File: src/rtl/core/b64x_pkg.sv
package b64x_pkg;

  // Maximum number of characters that one input byte can produce.
  localparam int MAX_CHARS = 8;
  localparam int CNT_W     = $clog2(MAX_CHARS + 1);

  // Padding character of the Base64 alphabet.
  localparam logic [7:0] PAD_CHAR = 8'h3D;

  // Configuration register indexes.
  localparam logic CFG_BYPASS   = 1'b0;
  localparam logic CFG_KEY_FOLD = 1'b1;

  typedef struct packed {
    logic [15:0] first_hold;
    logic [1:0]  first_count;
    logic [15:0] second_hold;
    logic [1:0]  second_count;
  } b64x_state_t;

  typedef struct packed {
    logic [MAX_CHARS-1:0][7:0] chars;
    logic [CNT_W-1:0]          count;
    logic                      last;
  } b64x_result_t;

  // Map a 6-bit code to its Base64 character.
  function automatic logic [7:0] b64_char(input logic [5:0] code);
    logic [7:0] x;
    x = {2'b00, code};
    if (x < 8'd26) begin
      return 8'h41 + x;
    end else if (x < 8'd52) begin
      return 8'h61 + x - 8'd26;
    end else if (x < 8'd62) begin
      return 8'h30 + x - 8'd52;
    end else if (x == 8'd62) begin
      return 8'h2B;
    end else begin
      return 8'h2F;
    end
  endfunction

  // Encode a 24-bit group holding k real bytes (1..3) into four characters,
  // the first character in the top byte. Characters past k are padding.
  function automatic logic [31:0] enc_group(input logic [23:0] v, input logic [1:0] k);
    logic [31:0] res;
    res = '0;
    for (int i = 0; i < 4; i++) begin
      if (i > int'(k)) begin
        res[31-8*i -: 8] = PAD_CHAR;
      end else begin
        res[31-8*i -: 8] = b64_char(v[23-6*i -: 6]);
      end
    end
    return res;
  endfunction

endpackage

File: src/rtl/core/b64x_byte_if.sv
interface b64x_byte_if;
  logic       valid;
  logic       ready;
  logic [7:0] in_byte;
  logic       in_last;

  modport source (output valid, output in_byte, output in_last, input ready);
  modport sink   (input valid, input in_byte, input in_last, output ready);
endinterface

File: src/rtl/core/b64x_char_if.sv
interface b64x_char_if;
  logic       valid;
  logic       ready;
  logic [7:0] out_char;
  logic       out_last;

  modport source (output valid, output out_char, output out_last, input ready);
  modport sink   (input valid, input out_char, input out_last, output ready);
endinterface

File: src/rtl/core/base64_xor_base64_obfuscator_unit.sv
// Double Base64 log obfuscator. Log bytes arrive one per transaction on in_ch,
// with in_last on the final byte; encoded characters leave one per transaction
// on out_ch, with out_last on the final character of the log. Each byte is
// Base64 encoded, each first-stage character is XORed with key_fold, and that
// stream is Base64 encoded again; on the final byte both stages flush with '='
// padding. With bypass set, each byte passes through unchanged as one character
// and the stage state is kept, so an interrupted encoded log resumes later.
// Timing: a byte is registered at the input, then the whole two-stage encoding
// for it is computed in one pass and loaded into an eight-character output
// buffer once the buffer can take it. A byte yields 0, 4 or 8 characters (1 in
// bypass), and the buffer shifts out one character per cycle while the port is
// ready. A new byte is taken every cycle as long as the buffer is empty or is
// handing over its last character, and a byte that yields no characters never
// waits on the buffer. Over a long log the output port sets the pace: about 1.8
// characters per input byte. Registers are written through cfg_we, cfg_index
// and cfg_wdata; the user must do so only while no transaction is in flight,
// which the block does not enforce. No clearing pass is needed after reset.
module base64_xor_base64_obfuscator_unit (
  input  logic              clk,
  input  logic              rst_n,
  b64x_byte_if.sink         in_ch,
  b64x_char_if.source       out_ch,
  input  logic              cfg_we,
  input  logic              cfg_index,
  input  logic [7:0]        cfg_wdata
);

  // Configuration registers.
  logic       bypass_r;
  logic [7:0] key_fold_r;

  // Input register.
  logic       in_vld_r;
  logic [7:0] in_byte_r;
  logic       in_last_r;

  // Encoder state of both stages.
  b64x_pkg::b64x_state_t state_r;
  b64x_pkg::b64x_state_t state_nxt;

  // Output buffer: character 0 is the one on the port.
  logic [b64x_pkg::MAX_CHARS-1:0][7:0] chars_r;
  logic [b64x_pkg::CNT_W-1:0]          rem_r;
  logic                                grp_last_r;

  b64x_pkg::b64x_result_t res;

  logic out_fire;
  logic buf_free;
  logic load;
  logic in_ready;

  always_ff @(posedge clk) begin
    if (!rst_n) begin
      bypass_r   <= 1'b0;
      key_fold_r <= 8'h00;
    end else if (cfg_we) begin
      case (cfg_index)
        b64x_pkg::CFG_BYPASS:   bypass_r   <= cfg_wdata[0];
        b64x_pkg::CFG_KEY_FOLD: key_fold_r <= cfg_wdata;
        default: ;
      endcase
    end
  end

  b64x_step u_step (
    .bypass   (bypass_r),
    .key_fold (key_fold_r),
    .in_byte  (in_byte_r),
    .in_last  (in_last_r),
    .st       (state_r),
    .st_nxt   (state_nxt),
    .res      (res)
  );

  assign out_fire = out_ch.valid && out_ch.ready;

  // The buffer can take a new group when it is empty or its final character
  // leaves in this cycle.
  assign buf_free = (rem_r == '0) ||
                    ((rem_r == b64x_pkg::CNT_W'(1)) && out_ch.ready);

  // A byte that produces no characters only updates the state.
  assign load     = in_vld_r && ((res.count == '0) || buf_free);
  assign in_ready = !in_vld_r || load;

  assign in_ch.ready = in_ready;

  always_ff @(posedge clk) begin
    if (!rst_n) begin
      in_vld_r <= 1'b0;
    end else if (in_ready) begin
      in_vld_r <= in_ch.valid;
    end
  end

  always_ff @(posedge clk) begin
    if (in_ready && in_ch.valid) begin
      in_byte_r <= in_ch.in_byte;
      in_last_r <= in_ch.in_last;
    end
  end

  always_ff @(posedge clk) begin
    if (!rst_n) begin
      state_r <= '0;
    end else if (load) begin
      state_r <= state_nxt;
    end
  end

  always_ff @(posedge clk) begin
    if (!rst_n) begin
      rem_r      <= '0;
      grp_last_r <= 1'b0;
    end else if (load && (res.count != '0)) begin
      rem_r      <= res.count;
      grp_last_r <= res.last;
    end else if (out_fire) begin
      rem_r <= rem_r - b64x_pkg::CNT_W'(1);
    end
  end

  always_ff @(posedge clk) begin
    if (load && (res.count != '0)) begin
      chars_r <= res.chars;
    end else if (out_fire) begin
      for (int i = 0; i < b64x_pkg::MAX_CHARS - 1; i++) begin
        chars_r[i] <= chars_r[i+1];
      end
    end
  end

  assign out_ch.valid    = (rem_r != '0);
  assign out_ch.out_char = chars_r[0];
  assign out_ch.out_last = grp_last_r && (rem_r == b64x_pkg::CNT_W'(1));

  // The buffer never holds more characters than one byte can produce.
  a_rem_bound: assert property (@(posedge clk) disable iff (!rst_n)
    rem_r <= b64x_pkg::CNT_W'(b64x_pkg::MAX_CHARS))
    else $error("output buffer count out of range");

  // Stage counts never reach a full group while held.
  a_count_bound: assert property (@(posedge clk) disable iff (!rst_n)
    (state_r.first_count != 2'd3) && (state_r.second_count != 2'd3))
    else $error("stage holds three pending bytes");

  // After the final byte of an encoded log both stages are empty.
  a_flush: assert property (@(posedge clk) disable iff (!rst_n)
    load && !bypass_r && in_last_r |=>
      (state_r.first_count == 2'd0) && (state_r.second_count == 2'd0))
    else $error("stages not flushed after final byte");

  // A held byte is never dropped while the input side is stalled.
  a_hold: assert property (@(posedge clk) disable iff (!rst_n)
    !in_ready |=> in_vld_r && $stable(in_byte_r) && $stable(in_last_r))
    else $error("input register lost a byte");

endmodule

File: src/rtl/core/b64x_step.sv
// Computes, for one byte, the characters of both encoding stages and the
// stage state that follows.
module b64x_step (
  input  logic                 bypass,
  input  logic [7:0]           key_fold,
  input  logic [7:0]           in_byte,
  input  logic                 in_last,
  input  b64x_pkg::b64x_state_t st,
  output b64x_pkg::b64x_state_t st_nxt,
  output b64x_pkg::b64x_result_t res
);

  logic [23:0] v1;
  logic [1:0]  k1;
  logic        emit1;
  logic [31:0] g1;
  logic [47:0] seq;
  logic [1:0]  k2;
  logic [31:0] grp0;
  logic [31:0] grp1;

  // Stage one: at most one group leaves per byte.
  always_comb begin
    case (st.first_count)
      2'd2: begin
        v1 = {st.first_hold, in_byte};
        k1 = 2'd3;
      end
      2'd1: begin
        v1 = {st.first_hold[7:0], in_byte, 8'h00};
        k1 = 2'd2;
      end
      default: begin
        v1 = {in_byte, 16'h0000};
        k1 = 2'd1;
      end
    endcase
  end

  assign emit1 = (st.first_count == 2'd2) || in_last;
  assign g1    = b64x_pkg::enc_group(v1, k1) ^ {4{key_fold}};

  // Stage two sees its pending bytes followed by the four stage-one characters.
  always_comb begin
    case (st.second_count)
      2'd0: begin
        seq = {g1, 16'h0000};
        k2  = 2'd1;
      end
      2'd1: begin
        seq = {st.second_hold[7:0], g1, 8'h00};
        k2  = 2'd2;
      end
      default: begin
        seq = {st.second_hold, g1};
        k2  = 2'd3;
      end
    endcase
  end

  assign grp0 = b64x_pkg::enc_group(seq[47:24], 2'd3);
  assign grp1 = b64x_pkg::enc_group(seq[23:0], k2);

  always_comb begin
    st_nxt    = st;
    res.chars = '0;
    res.count = '0;
    res.last  = 1'b0;
    if (bypass) begin
      res.chars[0] = in_byte;
      res.count    = b64x_pkg::CNT_W'(1);
      res.last     = in_last;
    end else if (emit1) begin
      st_nxt.first_hold  = '0;
      st_nxt.first_count = '0;
      for (int j = 0; j < 4; j++) begin
        res.chars[j] = grp0[31-8*j -: 8];
      end
      res.last = in_last;
      if ((k2 == 2'd3) || in_last) begin
        for (int j = 0; j < 4; j++) begin
          res.chars[j+4] = grp1[31-8*j -: 8];
        end
        res.count           = b64x_pkg::CNT_W'(8);
        st_nxt.second_hold  = '0;
        st_nxt.second_count = '0;
      end else begin
        res.count           = b64x_pkg::CNT_W'(4);
        st_nxt.second_hold  = (k2 == 2'd1) ? {8'h00, seq[23:16]} : seq[23:8];
        st_nxt.second_count = k2;
      end
    end else begin
      st_nxt.first_hold  = {st.first_hold[7:0], in_byte};
      st_nxt.first_count = st.first_count + 2'd1;
    end
  end

endmodule

File: src/flat_wrapper.sv
// flat-port wrapper written by rule: the top's interface ports become plain ports
module base64_xor_base64_obfuscator_unit_flat 
  (clk, rst_n, cfg_we, cfg_index, cfg_wdata, in_ch_valid, in_ch_in_byte, in_ch_in_last, in_ch_ready, out_ch_valid, out_ch_out_char, out_ch_out_last, out_ch_ready);
  b64x_byte_if in_ch_i ();
  b64x_char_if out_ch_i ();
  input  logic clk;
  input  logic rst_n;
  input  logic cfg_we;
  input  logic cfg_index;
  input  logic [7:0] cfg_wdata;
  input wire logic [$bits(in_ch_i.valid)-1:0] in_ch_valid;
  input wire logic [$bits(in_ch_i.in_byte)-1:0] in_ch_in_byte;
  input wire logic [$bits(in_ch_i.in_last)-1:0] in_ch_in_last;
  output wire logic [$bits(in_ch_i.ready)-1:0] in_ch_ready;
  output wire logic [$bits(out_ch_i.valid)-1:0] out_ch_valid;
  output wire logic [$bits(out_ch_i.out_char)-1:0] out_ch_out_char;
  output wire logic [$bits(out_ch_i.out_last)-1:0] out_ch_out_last;
  input wire logic [$bits(out_ch_i.ready)-1:0] out_ch_ready;
  assign in_ch_i.valid = in_ch_valid;
  assign in_ch_i.in_byte = in_ch_in_byte;
  assign in_ch_i.in_last = in_ch_in_last;
  assign in_ch_ready = in_ch_i.ready;
  assign out_ch_valid = out_ch_i.valid;
  assign out_ch_out_char = out_ch_i.out_char;
  assign out_ch_out_last = out_ch_i.out_last;
  assign out_ch_i.ready = out_ch_ready;
  base64_xor_base64_obfuscator_unit u_core (.clk(clk), .rst_n(rst_n), .in_ch(in_ch_i), .out_ch(out_ch_i), .cfg_we(cfg_we), .cfg_index(cfg_index), .cfg_wdata(cfg_wdata));
endmodule
File: config.mk
export PLATFORM = sky130hd
export DESIGN_NAME = base64_xor_base64_obfuscator_unit_flat
export DESIGN_NICKNAME = d
export VERILOG_FILES = /design/src/rtl/core/b64x_pkg.sv /design/src/rtl/core/b64x_byte_if.sv /design/src/rtl/core/b64x_char_if.sv /design/src/rtl/core/base64_xor_base64_obfuscator_unit.sv /design/src/rtl/core/b64x_step.sv /design/src/flat_wrapper.sv
export SDC_FILE = /design/constraint.sdc
export NUM_CORES = 1
export LEC_CHECK = 0
export ABC_AREA = 1
export BUFFER_PORTS_ARGS = -buffer_cell sky130_fd_sc_hd__buf_2
export CAP_MARGIN = 20
export CORE_MARGIN = 4
export CORE_UTILIZATION = 45
export CTS_CLUSTER_DIAMETER = 100
export DETAILED_ROUTE_END_ITERATION = 8
export HOLD_SLACK_MARGIN = 0.02
export PLACE_DENSITY_LB_ADDON = 0.15
export SYNTH_ARGS = -nofsm -noshare
export SYNTH_HDL_FRONTEND = slang
export SYNTH_SLANG_ARGS = --single-unit
File: constraint.sdc
create_clock -name clk -period 6 [get_ports clk]
set_input_delay 1.2 -clock clk [delete_from_list [all_inputs] [get_ports clk]]
set_output_delay 1.2 -clock clk [all_outputs]
set_load 0.005 [all_outputs]
==> flow_summary.json <==
{
  "dieHeight_um": 170,
  "n_fill_cell": 2707,
  "syn_area_um2": 11700,
  "met3_usage_pct": 3.45,
  "insertion_delay_ns": 0.43,
  "worst_setup_path_end_kind": "flip-flop",
  "syn-num-nets": 1876,
  "worst_setup_path_start_kind": "flip-flop",
  "outcome": "finished, final reports clean",
  "grt_pass1_wl_mm": 56.4,
  "avgViaCountPerCell": 5.43,
  "timing.slew.headroom_pct": 32.0,
  "drt-initial-drc-count": 1206,
  "htree_levels": 4,
  "setup_tns_ns": 0,
  "grt_max_degree": 62,
  "drc": 0,
  "io_buffers": 33,
  "syn_area_per_cell_um2": 6.57,
  "grt_use_total_pct": 24.3,
  "cts.clk_slew.worst_paths_ns": 0.06,
  "ys_warn_count": 0,
  "ant_nets": 0,
  "rsz0062_at_grt": "no",
  "cts_buffers": 17,
  "worst_slack_ns": 1.33,
  "cp_max_fo": 17,
  "p_seq_share_pct": 32.1,
  "nets": 1887,
  "fin_skew_ns": 0.0127,
  "cts.sinks": 124,
  "maxCapViolations": 0,
  "cpMaxStageDelayCell": "ha_1",
  "post_cts_resized": 0,
  "critPathKind": "reg -> reg",
  "fmax_mhz": 214,
  "dp_slack_ns": 1.35,
  "post-cts-setup-buffers": 0,
  "tightest_slew_ns": 1.02,
  "root_buffer": "clkbuf_16",
  "grt_antenna_before_repair": 1,
  "detailed_place.area_um2": 12100,
  "design_area_um2": 12700,
  "dp_hpwl_mm": 27.0,
  "postSynthCellCount": 1787,
  "die_area_um2": 28700,
  "synth-seq-area-share_pct": 27.4,
  "power_frac_comb_pct": 44.3,
  "grt.busiest_layer": "met2",
  "die_w_um": 170,
  "num_vias": 11600,
  "crit_arrival_ns": 4.84,
  "gp_congestion": 0.971,
  "drt-total-wl_mm": 34.8,
  "grt_overflow": 0,
  "postCtsHoldBufs": 0,
  "ioPinCount": 34,
  "most-common-layout-cells": "600 x nand2_1, 184 x nand3_1, 164 x inv_1",
  "setup-violations-final": 0,
  "row_count": 58,
  "synth_top_flop_cell": "edfxtp_1",
  "grt_pass1_vias": 11000,
  "p_sw_mw": 1.81,
  "ys_async_sr_fraction_pct": 0,
  "cp_slowest_stage_delay_ns": 0.76,
  "slew_violations": 0,
  "hold_viol": 0,
  "reg2regPathDepth": 30,
  "p_sw_share_pct": 43.6,
  "grt_use_met2_pct": 39.7,
  "antennaDiodeCount": 0,
  "layout-drive-gt1-share_pct": 14.3,
  "initial_utilization_pct": 46.2,
  "p_leak_nw": 5.94,
  "drt_pre_antenna_iters": 6,
  "synth_edf_count": 73,
  "crit_top_cell": "nand2_1",
  "crit_required_ns": 6.17,
  "period_needed_ns": 4.67,
  "hp-class": "reg -> reg",
  "clockBufferDepth": 2,
  "period_share_pct": 77.9,
  "final_common_cell": "nand2_1",
  "clock_power_share_pct": 23.6,
  "p_int_mw": 2.34,
  "cts_tree": "built",
  "hold_path_depth": 2,
  "vdd_ir_drop_max_v": 0.000272,
  "area_growth_pct": 7.82,
  "yosysUniqueCellTypes": 60,
  "wl_per_cell_um": 16.3,
  "yosys_register_bits": 124,
  "core_area_um2": 25400,
  "power.density_nw_per_um2": 328,
  "met1_usage_pct": 33.8
}
worst max-delay path: cells and delay by family, from the launching register on:
kind                     cells  cell delay, ns
AND/OR/NAND/NOR             17            1.65
adder cells (fa/ha/maj)      3            1.10
AO/OA/AOI/OAI                2            0.33
flip-flops                   1            0.33
buffers and inverters        8            1.00
synth_stat cells (3+ instances only):
cell	number	share of area [%]
a21oi_1	100	4.3
clkbuf_1	26	0.83
or2_1	3	0.16
a31oi_1	3	0.16
o21bai_1	4	0.26
nand3_4	3	0.45
buf_4	10	0.64
xnor2_1	15	1.1
o21ai_2	4	0.30
buf_6	5	0.48
nand3_2	17	1.4
clkinv_1	3	0.096
nor3_2	6	0.51
ha_1	66	7.0
nand2_2	38	2.0
o21ai_1	30	1.3
edfxtp_1	73	19
nand3_1	184	7.8
o211ai_1	20	1.3
nor3_1	14	0.60
a21oi_4	3	0.42
inv_1	164	5.2
nor2_2	17	0.91
xor2_1	24	1.8
nand2_4	11	1.1
o22ai_1	5	0.27
nor2_1	91	2.9
nand4_1	22	1.2
a21oi_2	4	0.30
o21ai_0	63	2.7
dfxtp_1	51	8.7
nand2_1	602	19
inv_2	57	1.8
nor2_4	10	0.96
buf_1	5	0.16
buf_2	4	0.17
through the flow:
step	util [%]	hold WS (ns)	std cells	total power, mW
finish	49.8	0.460	2141	4.15
CTS	49.8	0.461	2141	4.16
global route	49.8	0.478	2141	4.47
global placement	47.7	0.450	2109	3.17
floorplan	-	0.437	1787	2.72
detailed placement	47.7	0.452	2109	3.18
routing by layer:
metal	up-vias	wire length, µm	part of all wire (%)
met5	-	0	0
met4	0	694	2.0
met3	49	2030	5.8
met2	334	16000	46
met1	5396	16100	46
li1	5851	-	-
worst paths after layout:
path,from,end,slack [ns]
max reg2reg,u_core.state_r[18],u_core.chars_r[37],1.33
max,u_core.state_r[18],u_core.chars_r[37],1.33
min,u_core.grp_last_r,u_core.grp_last_r,0.46
min reg2reg,u_core.grp_last_r,u_core.grp_last_r,0.46
power by group through the flow:
| stage | registers [mW] | clock network [mW] | logic [mW] |
|---|---|---|---|
| floorplan | 1.32 | 0 | 1.40 |
| global placement | 1.35 | 0 | 1.83 |
| detailed placement | 1.35 | 0 | 1.83 |
| CTS | 1.33 | 0.989 | 1.83 |
| global route | 1.35 | 1.03 | 2.09 |
| finish | 1.33 | 0.979 | 1.84 |
layout make-up:
cell class,count,area [µm²],share of cell area (%)
clock inverters,15,118,0.929
well taps,330,413,3.26
clock buffers,17,425,3.36
flip-flops and latches,124,3210,25.4
multi-input cells,1388,7410,58.5
inverters,224,841,6.64
repair buffers,43,240,1.90
logic make-up (layout without fill, tap and decap cells):
kind of cell / Yosys count / after routing / synth area share (%)
flip-flops: 124 / 124 / 27.4
AO/OA/AOI/OAI: 252 / 252 / 12.6
buffers and inverters: 275 / 299 / 9.61
AND/OR/NAND/NOR: 1030 / 1030 / 40.4
XOR/XNOR: 40 / 40 / 3.05
adder cells (fa/ha/maj): 66 / 66 / 7.03
sequential cells by signal (all words and copies together) (netlist names):
name	count
u_core.chars_r	56
u_core.bypass_r	1
u_core.out_ch.out_char	8
u_core.grp_last_r	1
u_core.key_fold_r	8
u_core.rem_r	4
u_core.in_vld_r	1
u_core.state_r	36
u_core.in_byte_r	8
u_core.in_last_r	1
Power figures use the tool's default switching activity.
